$ cat src/three_wire_serial_master_core_macros.svh
// assertion macros for the three-wire serial master
`ifndef THREE_WIRE_SERIAL_MASTER_CORE_MACROS_SVH
`define THREE_WIRE_SERIAL_MASTER_CORE_MACROS_SVH

// same-cycle implication, checked out of reset
`define TWS_ASSERT_NOW(label, ante, cons) \
  label: assert property (@(posedge clk) disable iff (rst) (ante) |-> (cons)) \
    else $error("three-wire serial master check failed");

// next-cycle implication, checked out of reset
`define TWS_ASSERT_NEXT(label, ante, cons) \
  label: assert property (@(posedge clk) disable iff (rst) (ante) |=> (cons)) \
    else $error("three-wire serial master check failed");

`endif

$ cat src/tws_pkg.sv
// shared types and constants for the three-wire serial master
`timescale 1ns / 1ps

package tws_pkg;

  localparam logic [1:0] CMD_WRITE = 2'd1;
  localparam logic [1:0] CMD_READ  = 2'd2;

  localparam logic [1:0] REG_SETUP      = 2'd0;
  localparam logic [1:0] REG_HIGH       = 2'd1;
  localparam logic [1:0] REG_LEAD       = 2'd2;
  localparam logic [1:0] REG_TURNAROUND = 2'd3;

  localparam logic [7:0] WRITE_CMD_MASK = 8'hFE;
  localparam logic [7:0] READ_CMD_BIT   = 8'h01;

  localparam logic [7:0] SETUP_RESET      = 8'd5;
  localparam logic [7:0] HIGH_RESET       = 8'd8;
  localparam logic [7:0] LEAD_RESET       = 8'd3;
  localparam logic [7:0] TURNAROUND_RESET = 8'd5;

  typedef enum logic [4:0] {
    PH_IDLE  = 5'b00001,
    PH_LEAD  = 5'b00010,
    PH_SETUP = 5'b00100,
    PH_HIGH  = 5'b01000,
    PH_TURN  = 5'b10000
  } phase_t;

  typedef struct packed {
    logic [1:0] cmd;
    logic [7:0] reg_address;
    logic [7:0] write_byte;
    logic       data_pin_in;
  } tick_item_t;

  typedef struct packed {
    logic       chip_enable;
    logic       serial_clock;
    logic       data_pin_out;
    logic       data_pin_drive;
    logic       busy_res;
    logic [7:0] read_byte;
    logic       done_res;
  } pin_item_t;

endpackage

$ cat src/three_wire_serial_master_core.sv
// three-wire serial master: one tick in, one pin-level transaction out
// throughput one transaction per cycle unless res_stall holds it; the bus sequencer
// updates in a single pass between the input register and the result register
// synchronous active-high reset returns the sequencer to idle, empties both registers
// and restores the timing registers to their defaults
`timescale 1ns / 1ps

module three_wire_serial_master_core (
  input  logic                clk,
  input  logic                rst,
  input  logic                cfg_write,
  input  logic [1:0]          cfg_index,
  input  logic [7:0]          cfg_data,
  input  logic                tick_valid,
  output logic                tick_stall,
  input  tws_pkg::tick_item_t tick,
  output logic                res_valid,
  input  logic                res_stall,
  output tws_pkg::pin_item_t  res
);
  import tws_pkg::*;

`include "three_wire_serial_master_core_macros.svh"

  logic [7:0] setup_ticks;
  logic [7:0] high_ticks;
  logic [7:0] enable_lead_ticks;
  logic [7:0] turnaround_ticks;

  logic       item_valid;
  tick_item_t item;

  phase_t     phase,         phase_next;
  logic [3:0] bit_count,     bit_count_next;
  logic [7:0] tick_count,    tick_count_next;
  logic [7:0] command_shift, command_shift_next;
  logic [7:0] data_shift,    data_shift_next;
  logic       is_read,       is_read_next;
  logic       clock_level,   clock_level_next;
  logic [7:0] last_read,     last_read_next;
  logic       done_next;

  logic [7:0] dur_setup;
  logic [7:0] dur_high;
  logic [4:0] bit_sum;
  logic       advance;
  logic       drive;
  logic       start_read;
  pin_item_t  res_next;

  assign advance    = item_valid && (!res_valid || !res_stall);
  assign tick_stall = item_valid && !advance;
  assign dur_setup  = (setup_ticks == 8'd0) ? 8'd1 : setup_ticks;
  assign dur_high   = (high_ticks == 8'd0) ? 8'd1 : high_ticks;
  assign bit_sum    = {1'b0, bit_count} + 5'd1;
  assign start_read = (item.cmd == CMD_READ);

  always_ff @(posedge clk) begin
    if (rst) begin
      setup_ticks       <= SETUP_RESET;
      high_ticks        <= HIGH_RESET;
      enable_lead_ticks <= LEAD_RESET;
      turnaround_ticks  <= TURNAROUND_RESET;
    end else if (cfg_write) begin
      case (cfg_index)
        REG_SETUP:      setup_ticks       <= cfg_data;
        REG_HIGH:       high_ticks        <= cfg_data;
        REG_LEAD:       enable_lead_ticks <= cfg_data;
        REG_TURNAROUND: turnaround_ticks  <= cfg_data;
        default:        setup_ticks       <= setup_ticks;
      endcase
    end
  end

  // bus sequencer
  always_comb begin
    phase_next         = phase;
    bit_count_next     = bit_count;
    tick_count_next    = tick_count;
    command_shift_next = command_shift;
    data_shift_next    = data_shift;
    is_read_next       = is_read;
    clock_level_next   = clock_level;
    last_read_next     = last_read;
    done_next          = 1'b0;
    case (phase)
      PH_IDLE: begin
        if (item.cmd == CMD_WRITE || item.cmd == CMD_READ) begin
          is_read_next       = start_read;
          command_shift_next = start_read ? (item.reg_address | READ_CMD_BIT)
                                          : (item.reg_address & WRITE_CMD_MASK);
          data_shift_next    = start_read ? 8'd0 : item.write_byte;
          bit_count_next     = 4'd0;
          clock_level_next   = 1'b0;
          tick_count_next    = 8'd1;
          if (start_read && enable_lead_ticks != 8'd0) begin
            phase_next = PH_LEAD;
          end else begin
            phase_next = PH_SETUP;
          end
        end
      end
      PH_LEAD: begin
        if (tick_count >= enable_lead_ticks) begin
          phase_next       = PH_SETUP;
          tick_count_next  = 8'd1;
          clock_level_next = 1'b0;
        end else begin
          tick_count_next = tick_count + 8'd1;
        end
      end
      PH_TURN: begin
        if (tick_count >= turnaround_ticks) begin
          phase_next       = PH_SETUP;
          tick_count_next  = 8'd1;
          clock_level_next = 1'b0;
        end else begin
          tick_count_next = tick_count + 8'd1;
        end
      end
      PH_SETUP: begin
        if (tick_count >= dur_setup) begin
          if (is_read && bit_count[3]) begin
            data_shift_next = {item.data_pin_in, data_shift[7:1]};
          end
          phase_next       = PH_HIGH;
          tick_count_next  = 8'd1;
          clock_level_next = 1'b1;
        end else begin
          tick_count_next = tick_count + 8'd1;
        end
      end
      PH_HIGH: begin
        if (tick_count >= dur_high) begin
          clock_level_next = 1'b0;
          if (!bit_count[3]) begin
            command_shift_next = {1'b0, command_shift[7:1]};
          end else if (!is_read) begin
            data_shift_next = {1'b0, data_shift[7:1]};
          end
          bit_count_next = bit_sum[3:0];
          if (bit_sum[4]) begin
            phase_next      = PH_IDLE;
            tick_count_next = 8'd0;
            done_next       = 1'b1;
            if (is_read) begin
              last_read_next = data_shift;
            end
          end else if (bit_sum == 5'd8 && is_read && turnaround_ticks != 8'd0) begin
            phase_next      = PH_TURN;
            tick_count_next = 8'd1;
          end else begin
            phase_next      = PH_SETUP;
            tick_count_next = 8'd1;
          end
        end else begin
          tick_count_next = tick_count + 8'd1;
        end
      end
      default: begin
        phase_next       = PH_IDLE;
        clock_level_next = 1'b0;
        tick_count_next  = 8'd0;
      end
    endcase
  end

  assign drive = (phase_next == PH_SETUP || phase_next == PH_HIGH)
                 && !(is_read_next && bit_count_next[3]);

  always_comb begin
    res_next.chip_enable    = (phase_next != PH_IDLE);
    res_next.serial_clock   = clock_level_next;
    res_next.data_pin_drive = drive;
    res_next.data_pin_out   = drive && (bit_count_next[3] ? data_shift_next[0]
                                                          : command_shift_next[0]);
    res_next.busy_res       = (phase_next != PH_IDLE);
    res_next.read_byte      = last_read_next;
    res_next.done_res       = done_next;
  end

  always_ff @(posedge clk) begin
    if (rst) begin
      item_valid    <= 1'b0;
      res_valid     <= 1'b0;
      phase         <= PH_IDLE;
      bit_count     <= 4'd0;
      tick_count    <= 8'd0;
      command_shift <= 8'd0;
      data_shift    <= 8'd0;
      is_read       <= 1'b0;
      clock_level   <= 1'b0;
      last_read     <= 8'd0;
    end else begin
      if (!tick_stall) begin
        item_valid <= tick_valid;
      end
      if (advance) begin
        res_valid     <= 1'b1;
        phase         <= phase_next;
        bit_count     <= bit_count_next;
        tick_count    <= tick_count_next;
        command_shift <= command_shift_next;
        data_shift    <= data_shift_next;
        is_read       <= is_read_next;
        clock_level   <= clock_level_next;
        last_read     <= last_read_next;
      end else if (!res_stall) begin
        res_valid <= 1'b0;
      end
    end
  end

  always_ff @(posedge clk) begin
    if (!tick_stall && tick_valid) begin
      item <= tick;
    end
    if (advance) begin
      res <= res_next;
    end
  end

  `TWS_ASSERT_NOW(a_done_ends_transfer, res_valid && res.done_res,
                  !res.busy_res && !res.chip_enable && !res.serial_clock)
  `TWS_ASSERT_NOW(a_idle_bus_quiet, res_valid && !res.busy_res,
                  !res.serial_clock && !res.data_pin_drive && !res.data_pin_out)
  `TWS_ASSERT_NEXT(a_write_starts_setup,
                   advance && phase == PH_IDLE && item.cmd == CMD_WRITE,
                   phase == PH_SETUP && !is_read)
  `TWS_ASSERT_NEXT(a_read_data_released,
                   advance && is_read_next && bit_count_next[3] && phase_next != PH_IDLE,
                   !res.data_pin_drive)

endmodule
$ cat config.mk
export PLATFORM = sky130hd
export DESIGN_NAME = three_wire_serial_master_core
export DESIGN_NICKNAME = d
export VERILOG_FILES = /design/src/tws_pkg.sv /design/src/three_wire_serial_master_core.sv
export VERILOG_INCLUDE_DIRS = /design/src /design/src/src
export SDC_FILE = /design/constraint.sdc
export NUM_CORES = 1
export LEC_CHECK = 0
export CORE_ASPECT_RATIO = 1.5
export CORE_MARGIN = 1.5
export CORE_UTILIZATION = 62
export CTS_CLUSTER_SIZE = 30
export DETAILED_ROUTE_END_ITERATION = 10
export DONT_BUFFER_PORTS = 1
export PLACE_DENSITY_LB_ADDON = 0.3
export SLEW_MARGIN = 20
export SYNTH_ARGS = -nofsm -noshare
export SYNTH_HDL_FRONTEND = slang
export SYNTH_SLANG_ARGS = --single-unit
$ cat constraint.sdc
create_clock -name clk -period 8.1 [get_ports clk]
set_input_delay 0.81 -clock clk [delete_from_list [all_inputs] [get_ports clk]]
set_output_delay 0.81 -clock clk [all_outputs]
set_load 0.1 [all_outputs]
==> run metrics, run 1 <==
GPL Wtd Cong 0.876; Max VDD drop 146 µV; Die Ht 117 µm; arrival time worst endpoint 3.31 ns; drt total wl 11,900 µm; status completed; cts repair resizes 0; ANT cells 0; Commonest cells post-synth nand2_1, dfxtp_1, nor2_1, a21oi_1, ha_1; nets 650; CTS buffer count 9; IO Count 50; Clock Pin Slew Worst Setup and Hold Paths 0.08 ns; crit-path max FO 4; RSZ-0062 raised after global routing no; Synth Cell Area 5410 µm²; first-pass GRT wire length 19,400 µm; Simple-Gate Fraction of Synth Area 0.200; clock skew 0.00904 ns; Setup crit start high_ticks[2]$_SDFFE_PP0P_; xor-xnor portion of the synthesized cell area 0.00162; uppermost layer routed met4; wire per inst 17.3 µm; pin count of the biggest net entering global routing 78; Post-DRT Antenna Nets 0; Tcrit/Tclk final 0.393; initial antenna violation count 0; Slew Viols, Final 0; multiplexer area fraction after synthesis 0.0388; Via density 6.27; Root Buffer clkbuf_16; Pwr Total 0.00116 W; GR Overflow Total 0; leakage 2.20 nW; worst reg2reg path startpoint high_ticks[2]$_SDFFE_PP0P_; DR DRC count 0; Final Hold Vio Count 0; total track usage 0.264; DR pass1 iterations 6; std cell rows 41; Synth area leader dfxtp_1; Filler Cells Inserted 679; #FFs+latches synth 108; Setup violations, final 0; met2 routed wirelength 6350 µm; H-tree Lvls 3; Bufs and invs on worst path 0; HP Class flop to flop; Ys Warns 0; CTS tree yes; pwr dens 201 nW/µm²; Setup crit start kind flop; top cells by area, synth dfxtp_1, edfxtp_1, ha_1, nand2_1, nor2_1; Metal-1 WL 4510 µm; Worst Tran Pin Value 1.03 ns; Most common cell on crit path nor4_1; Max clock buf depth 2; HP Start high_ticks[1]$_SDFFE_PP0P_; Mapped Cells 588; Synth Area in Adders 0.0832; area added between synthesis and finish 6.98%; Core Footprint 8460 µm²; Post-synth EDFFs 31; Synth Area per Inst 9.21 µm²; maximum capacitance violations 0; WS Path Type flop to flop; Distinct cells, synth 58; Synth Area in Compound Gates 0.177; largest family of logic cells by synthesized area simple AND/OR/NAND/NOR gates; post-synth top area share 0.285; part of the Yosys area used for sequential elements 0.457; Synth Net Count 658; initial cell density of the core 0.640; Max Clk Rate 314 MHz; Slowest cell on crit path a2111o_1; DP HPWL 8670 µm; critical path capture point type flop; clock sink total 108; Routed met3 length 549 µm; CP max stage delay 0.47 ns; port bufs 0; share of layout cells above drive strength 1 0.0855; die width 79.3 µm; DR vias 4,340; count leader, synth nand2_1; CP cell instances nor4_1 -> a41o_1 -> ha_1 -> nand2b_1 -> a2111o_1 -> a311o_1 -> and2_1 -> nand3_1 -> a21boi_1 -> nor4_1; Slew headroom 0.315; FFs w/ async S/R, synth 0; Req. time, crit path 8.22 ns; Top FF cell, synth dfxtp_1; Min Clock Period, post-route 3.19 ns; # Post-CTS Setup Buffers 0; Clock Latency Late Sink 0.35 ns; die area 9310 µm²; cell family with most CP delay compound AO/OA/AOI/OAI gates; vias in the first global route 4,131; Post-Route Setup TNS 0 ns; Hold Buf Count CTS 0; Iter 0 DRT Violations 313
-- routing by layer --
metal	track usage	vias to the layer above
met5	0	-
met4	0.147	0
met3	0.0498	41
met2	0.471	145
met1	0.286	2059
li1	-	2095
-- worst register-to-register path, cell delays in order (launching register included) --
cell and delay, ns:
dfxtp_1 0.34, nor4_1 0.27, a41o_1 0.23, ha_1 0.22, nand2b_1 0.13, a2111o_1 0.47, a311o_1 0.42, and2_1 0.19
nand3_1 0.16, a21boi_1 0.10, nor4_1 0.42
-- power by group --
part           leakage (nW)  switching (W)  internal (W)  total, W
combinational          1.13      0.0000638     0.0000389  0.000103
sequential            0.920      0.0000422      0.000578  0.000621
clock                 0.149       0.000219      0.000221  0.000440
-- final cells by class --
class                           instances  area, µm²  area share
Multi-Input combinational cell        423       2710       0.468
Sequential cell                       108       2470       0.427
Clock buffer                            9        225      0.0389
Tap cell                              107        134      0.0231
Inverter                               35        131      0.0227
Clock inverter                          7       76.3      0.0132
Timing Repair Buffer                    3       42.5     0.00735
-- final timing paths --
check	cells after the start	slack [ns]	to
setup / recovery	10	4.91	res[11]$_DFFE_PP_
hold / removal	2	0.46	high_ticks[1]$_SDFFE_PP0P_
setup reg to reg	10	4.91	res[11]$_DFFE_PP_
hold reg to reg	2	0.46	high_ticks[1]$_SDFFE_PP0P_
-- flip-flops by register name (all words and copies together), names as in the netlist --
register,cells
phase,5
clock_level,1
tick_count,8
is_read,1
setup_ticks,8
data_shift,8
high_ticks,8
command_shift,8
enable_lead_ticks,8
res,13
item_valid,1
bit_count,4
item,18
res_valid,1
last_read,8
turnaround_ticks,8
-- layout by cell type, fill, tap and decap left out, types with 7 or more instances in the layout --
master	Yosys	routed
nand2_1	83	83
dfxtp_1	77	77
nor2_1	71	71
a21oi_1	39	39
ha_1	36	36
inv_1	34	34
edfxtp_1	31	31
nand3_1	16	16
a211oi_1	15	15
nor3_1	14	14
a22oi_1	14	14
mux2i_1	12	12
o21ai_0	10	10
clkbuf_16	0	9
nor2b_1	8	8
nand4_1	8	8
mux2_2	8	8
nor4_1	8	8
a211oi_2	7	7
-- logic make-up after synthesis --
group | after synthesis
AND/OR/NAND/NOR | 238
AO/OA/AOI/OAI | 128
flip-flops | 108
buffers and inverters | 57
adder cells (fa/ha/maj) | 36
multiplexers | 20
XOR/XNOR | 1
-- through the flow --
| stage | hold WS (ns) | std cells | setup slack, ns | cell area, µm² | util |
|---|---|---|---|---|---|
| 2_1_floorplan | 0.436 | 588 | 5.28 | 5410 | - |
| 6_report | 0.460 | 692 | 4.91 | 5790 | 0.684 |
| 4_1_cts | 0.460 | 692 | 4.90 | 5790 | 0.684 |
| 3_5_place_dp | 0.448 | 676 | 4.93 | 5490 | 0.649 |
| 3_3_place_gp | 0.440 | 676 | 4.99 | 5490 | 0.649 |
| 5_1_grt | 0.477 | 692 | 4.78 | 5790 | 0.684 |
(Power assumes the default switching activity.)
==> inputs of run 2 (changes only) <==
--- a/config.mk
+++ b/config.mk
@@ -6,9 +6,10 @@
 export SDC_FILE = /design/constraint.sdc
 export NUM_CORES = 1
 export LEC_CHECK = 0
+export ABC_AREA = 1
 export CORE_ASPECT_RATIO = 1.5
 export CORE_MARGIN = 1.5
-export CORE_UTILIZATION = 62
+export CORE_UTILIZATION = 58
 export CTS_CLUSTER_SIZE = 30
 export DETAILED_ROUTE_END_ITERATION = 10
 export DONT_BUFFER_PORTS = 1
==> constraint.sdc (replaced) <==
create_clock -name clk -period 2.7 [get_ports clk]
set_input_delay 0.27 -clock clk [delete_from_list [all_inputs] [get_ports clk]]
set_output_delay 0.27 -clock clk [all_outputs]
set_load 0.1 [all_outputs]
==> run 2 against run 1 <==
- utilization fell by 2.3 points
- final cell count rose by 21%
- sequential share of layout area fell by 2.5 points
- via count rose by 10%
- count of clock-buffer cells in the layout rose by 2
- largest cell class unchanged
- worst setup slack got worse by 4.6 ns
- register-to-register slack got worse by 4.6 ns
- hold slack got worse by 0.45 ns
- global-route usage fell by 0.78 points
- sequential power rose to 3.0 times the previous value
- clock skew rose by 0.0027 ns
- critical path type unchanged
- first-iteration DRC count fell by 19%
==> run metrics, run 2 <==
status completed (unchanged); die width 83.3 µm (was 79.3 µm); DP HPWL 9230 µm (was 8670 µm); Ys Warns 0 (unchanged); Iter 0 DRT Violations 255 (was 313); leakage 2.83 nW (was 2.20 nW); total track usage 0.257 (was 0.264); Most common cell on crit path nand2_1 (was nor4_1); arrival time worst endpoint 2.53 ns (was 3.31 ns); Synth Area per Inst 7.89 µm² (was 9.21 µm²); Mapped Cells 711 (was 588); Synth Net Count 781 (was 658); Core Util, Final 0.661 (was 0.684); clock sink total 108 (unchanged); Via density 5.72 (was 6.27); sequential cell area 2470 µm² (unchanged); Setup crit start high_ticks[6]$_SDFFE_PP0P_ (was high_ticks[2]$_SDFFE_PP0P_); Synth Cell Area 5610 µm² (was 5410 µm²); pwr dens 610 nW/µm² (was 201 nW/µm²); CP max stage delay 0.32 ns (was 0.47 ns); commonest non-fill, non-tap cell in the layout nand2_1 (unchanged); first-pass GRT wire length 21,100 µm (was 19,400 µm); top cells by area, synth dfxtp_1, edfxtp_1, nand2_1, ha_1, a21oi_1 (was dfxtp_1, edfxtp_1, ha_1, nand2_1, nor2_1); Top FF cell, synth dfxtp_1 (unchanged); nets 788 (was 650); Filler Cells Inserted 770 (was 679); Max VDD drop 491 µV (was 146 µV); crit-path max FO 5 (was 4); Final Hold Vio Count 0 (unchanged); R2R depth 15 (was 10); Slew Viols, Final 0 (unchanged); Max Clk Rate 411 MHz (was 314 MHz); Min Clock Period, post-route 2.43 ns (was 3.19 ns); DR pass1 iterations 5 (was 6); Slowest cell on crit path dfxtp_1 (was a2111o_1); critical path capture point type flop (unchanged); ANT cells 0 (unchanged); pin count of the biggest net entering global routing 44 (was 78); CP cell instances nor4_2 -> a41o_1 -> ha_1 -> nand2_1 -> nand3b_1 -> nand2_1 -> nand2_1 -> nand2_2 -> nand2_2 -> nand2_4 -> inv_1 -> nand3_1 -> nand4_1 -> nand2_1 -> a21oi_1 (was nor4_1 -> a41o_1 -> ha_1 -> nand2b_1 -> a2111o_1 -> a311o_1 -> and2_1 -> nand3_1 -> a21boi_1 -> nor4_1); clock skew 0.0117 ns (was 0.00904 ns); Max clock buf depth 2 (unchanged); Root Buffer clkbuf_16 (unchanged); multi-input logic area 2670 µm² (was 2710 µm²); RSZ-0062 raised after global routing no (unchanged); CTS buffer count 9 (unchanged); top flop regs item x18, res x13 (unchanged); vias in the first global route 4,657 (was 4,131); Req. time, crit path 2.80 ns (was 8.22 ns); Post-synth EDFFs 31 (unchanged); Worst Tran Pin Value 0.931 ns (was 1.03 ns); # Post-CTS Setup Buffers 0 (unchanged); post-synth top area share 0.275 (was 0.285); most frequent cells in the layout nand2_1, inv_1, dfxtp_1, a21oi_1, o21ai_0 (was nand2_1, dfxtp_1, nor2_1, a21oi_1, ha_1); drt total wl 12,800 µm (was 11,900 µm); Setup violations, final 0 (unchanged); Clock Latency Late Sink 0.36 ns (was 0.35 ns); initial antenna violation count 0 (unchanged); part of the Yosys area used for sequential elements 0.441 (was 0.457); Core Footprint 9310 µm² (was 8460 µm²); DR vias 4,777 (was 4,340); Tcrit/Tclk final 0.901 (was 0.393); GPL Wtd Cong 0.930 (was 0.876); H-tree Lvls 3 (unchanged); Most flops, register item (unchanged); Distinct cells, synth 40 (was 58); CTS tree yes (unchanged); FF-to-FF End res[11]$_DFFE_PP_ (unchanged); #FFs+latches synth 108 (unchanged); Die Ht 123 µm (was 117 µm); HP Class primary input to flop (was flop to flop); Synth area leader dfxtp_1 (unchanged); Post-DRT Antenna Nets 0 (unchanged); worst setup path end res[11]$_DFFE_PP_ (unchanged); Post-Route Setup TNS 0 ns (unchanged); r2r setup slk 0.27 ns (was 4.91 ns); port bufs 0 (unchanged); die area 10,300 µm² (was 9310 µm²); Commonest cells post-synth nand2_1, inv_1, dfxtp_1, a21oi_1 (was nand2_1, dfxtp_1, nor2_1, a21oi_1, ha_1); area added between synthesis and finish 9.71% (was 6.98%); FFs w/ async S/R, synth 0 (unchanged); IO Count 50 (unchanged); maximum capacitance violations 0 (unchanged); std cell rows 43 (was 41); wire per inst 15.3 µm (was 17.3 µm); Slew headroom 0.381 (was 0.315); count leader, synth nand2_1 (unchanged); DR DRC count 0 (unchanged); Setup crit start kind flop (unchanged); Pwr Total 0.00375 W (was 0.00116 W); number of flip-flops in the largest register 18 (unchanged); Clock Pin Slew Worst Setup and Hold Paths 0.08 ns (about the same); GR Overflow Total 0 (unchanged); worst reg2reg path startpoint high_ticks[6]$_SDFFE_PP0P_ (was high_ticks[2]$_SDFFE_PP0P_); share of layout cells above drive strength 1 0.0954 (was 0.0855); WS Path Type flop to flop (unchanged); initial cell density of the core 0.603 (was 0.640)
-- run 2: worst min-delay path by stage --
stage / from / cells after the start / end
after detailed placement: rst / 1 / res_valid$_SDFFE_PP0P_
after global routing: tick[6] / 0 / item[6]$_DFFE_PP_
after floorplan: tick[0] / 0 / item[0]$_DFFE_PP_
after global placement: rst / 1 / res_valid$_SDFFE_PP0P_
after CTS: tick[5] / 0 / item[5]$_DFFE_PP_
final: tick[6] / 0 / item[6]$_DFFE_PP_
-- run 2: final cells by class --
class                      instances  area share
sequential                       108       0.402
tap                              112      0.0228
inverter                         103      0.0628
clock inverter                     5      0.0104
multi-input combinational        478       0.434
timing repair buffer              18      0.0256
clock buffer                      11      0.0429
-- run 2: layer usage --
layer	track usage	wire length (µm)
met2	0.486	6630
met4	0.133	485
met5	0	0
met3	0.0394	626
met1	0.275	5010
-- run 2: worst max-delay path, delay by kind of cell (launching register included) --
| family | cells | cell delay (ns) |
|---|---|---|
| AOI/OAI and AO/OA | 2 | 0.28 |
| adders and majority gates | 1 | 0.22 |
| buffers and inverters | 1 | 0.12 |
| DFF | 1 | 0.32 |
| and+or+nand+nor | 11 | 1.22 |
-- run 2: report_power, final --
group | total [W] | switching [W] | internal (W)
Sequential | 0.00188 | 0.000117 | 0.00176
Clock | 0.00142 | 0.000604 | 0.000811
Combinational | 0.000464 | 0.000315 | 0.000149
Total | 0.00375 | 0.00104 | 0.00272
-- run 2: logic make-up (layout without fill, tap and decap cells) --
family / after synthesis / after routing / synth area share
XOR/XNOR: 7 / 7 / 0.0109
adder cells (fa/ha/maj): 36 / 36 / 0.0803
buffers and inverters: 125 / 137 / 0.0881
AND/OR/NAND/NOR: 278 / 278 / 0.231
flip-flops: 108 / 108 / 0.441
AO/OA/AOI/OAI: 157 / 157 / 0.149
-- run 2: metrics by stage --
step                cells  setup WS [ns]  hold WS [ns]  area (µm²)
finish                835          0.268        0.0110        6150
global route          835         0.0445       0.00234        6150
CTS                   835          0.147       0.00405        6140
detailed placement    818          0.182         0.344        5800
global placement      818          0.285         0.342        5800
floorplan             711          0.203         0.369        5620
-- run 2: timing repair --
item                                    4_1_cts  5_1_grt
endpoints found under the setup margin        0       10
hold buffers                                  1        0
endpoints found under the hold margin        19        0
gates resized for setup                       0        4
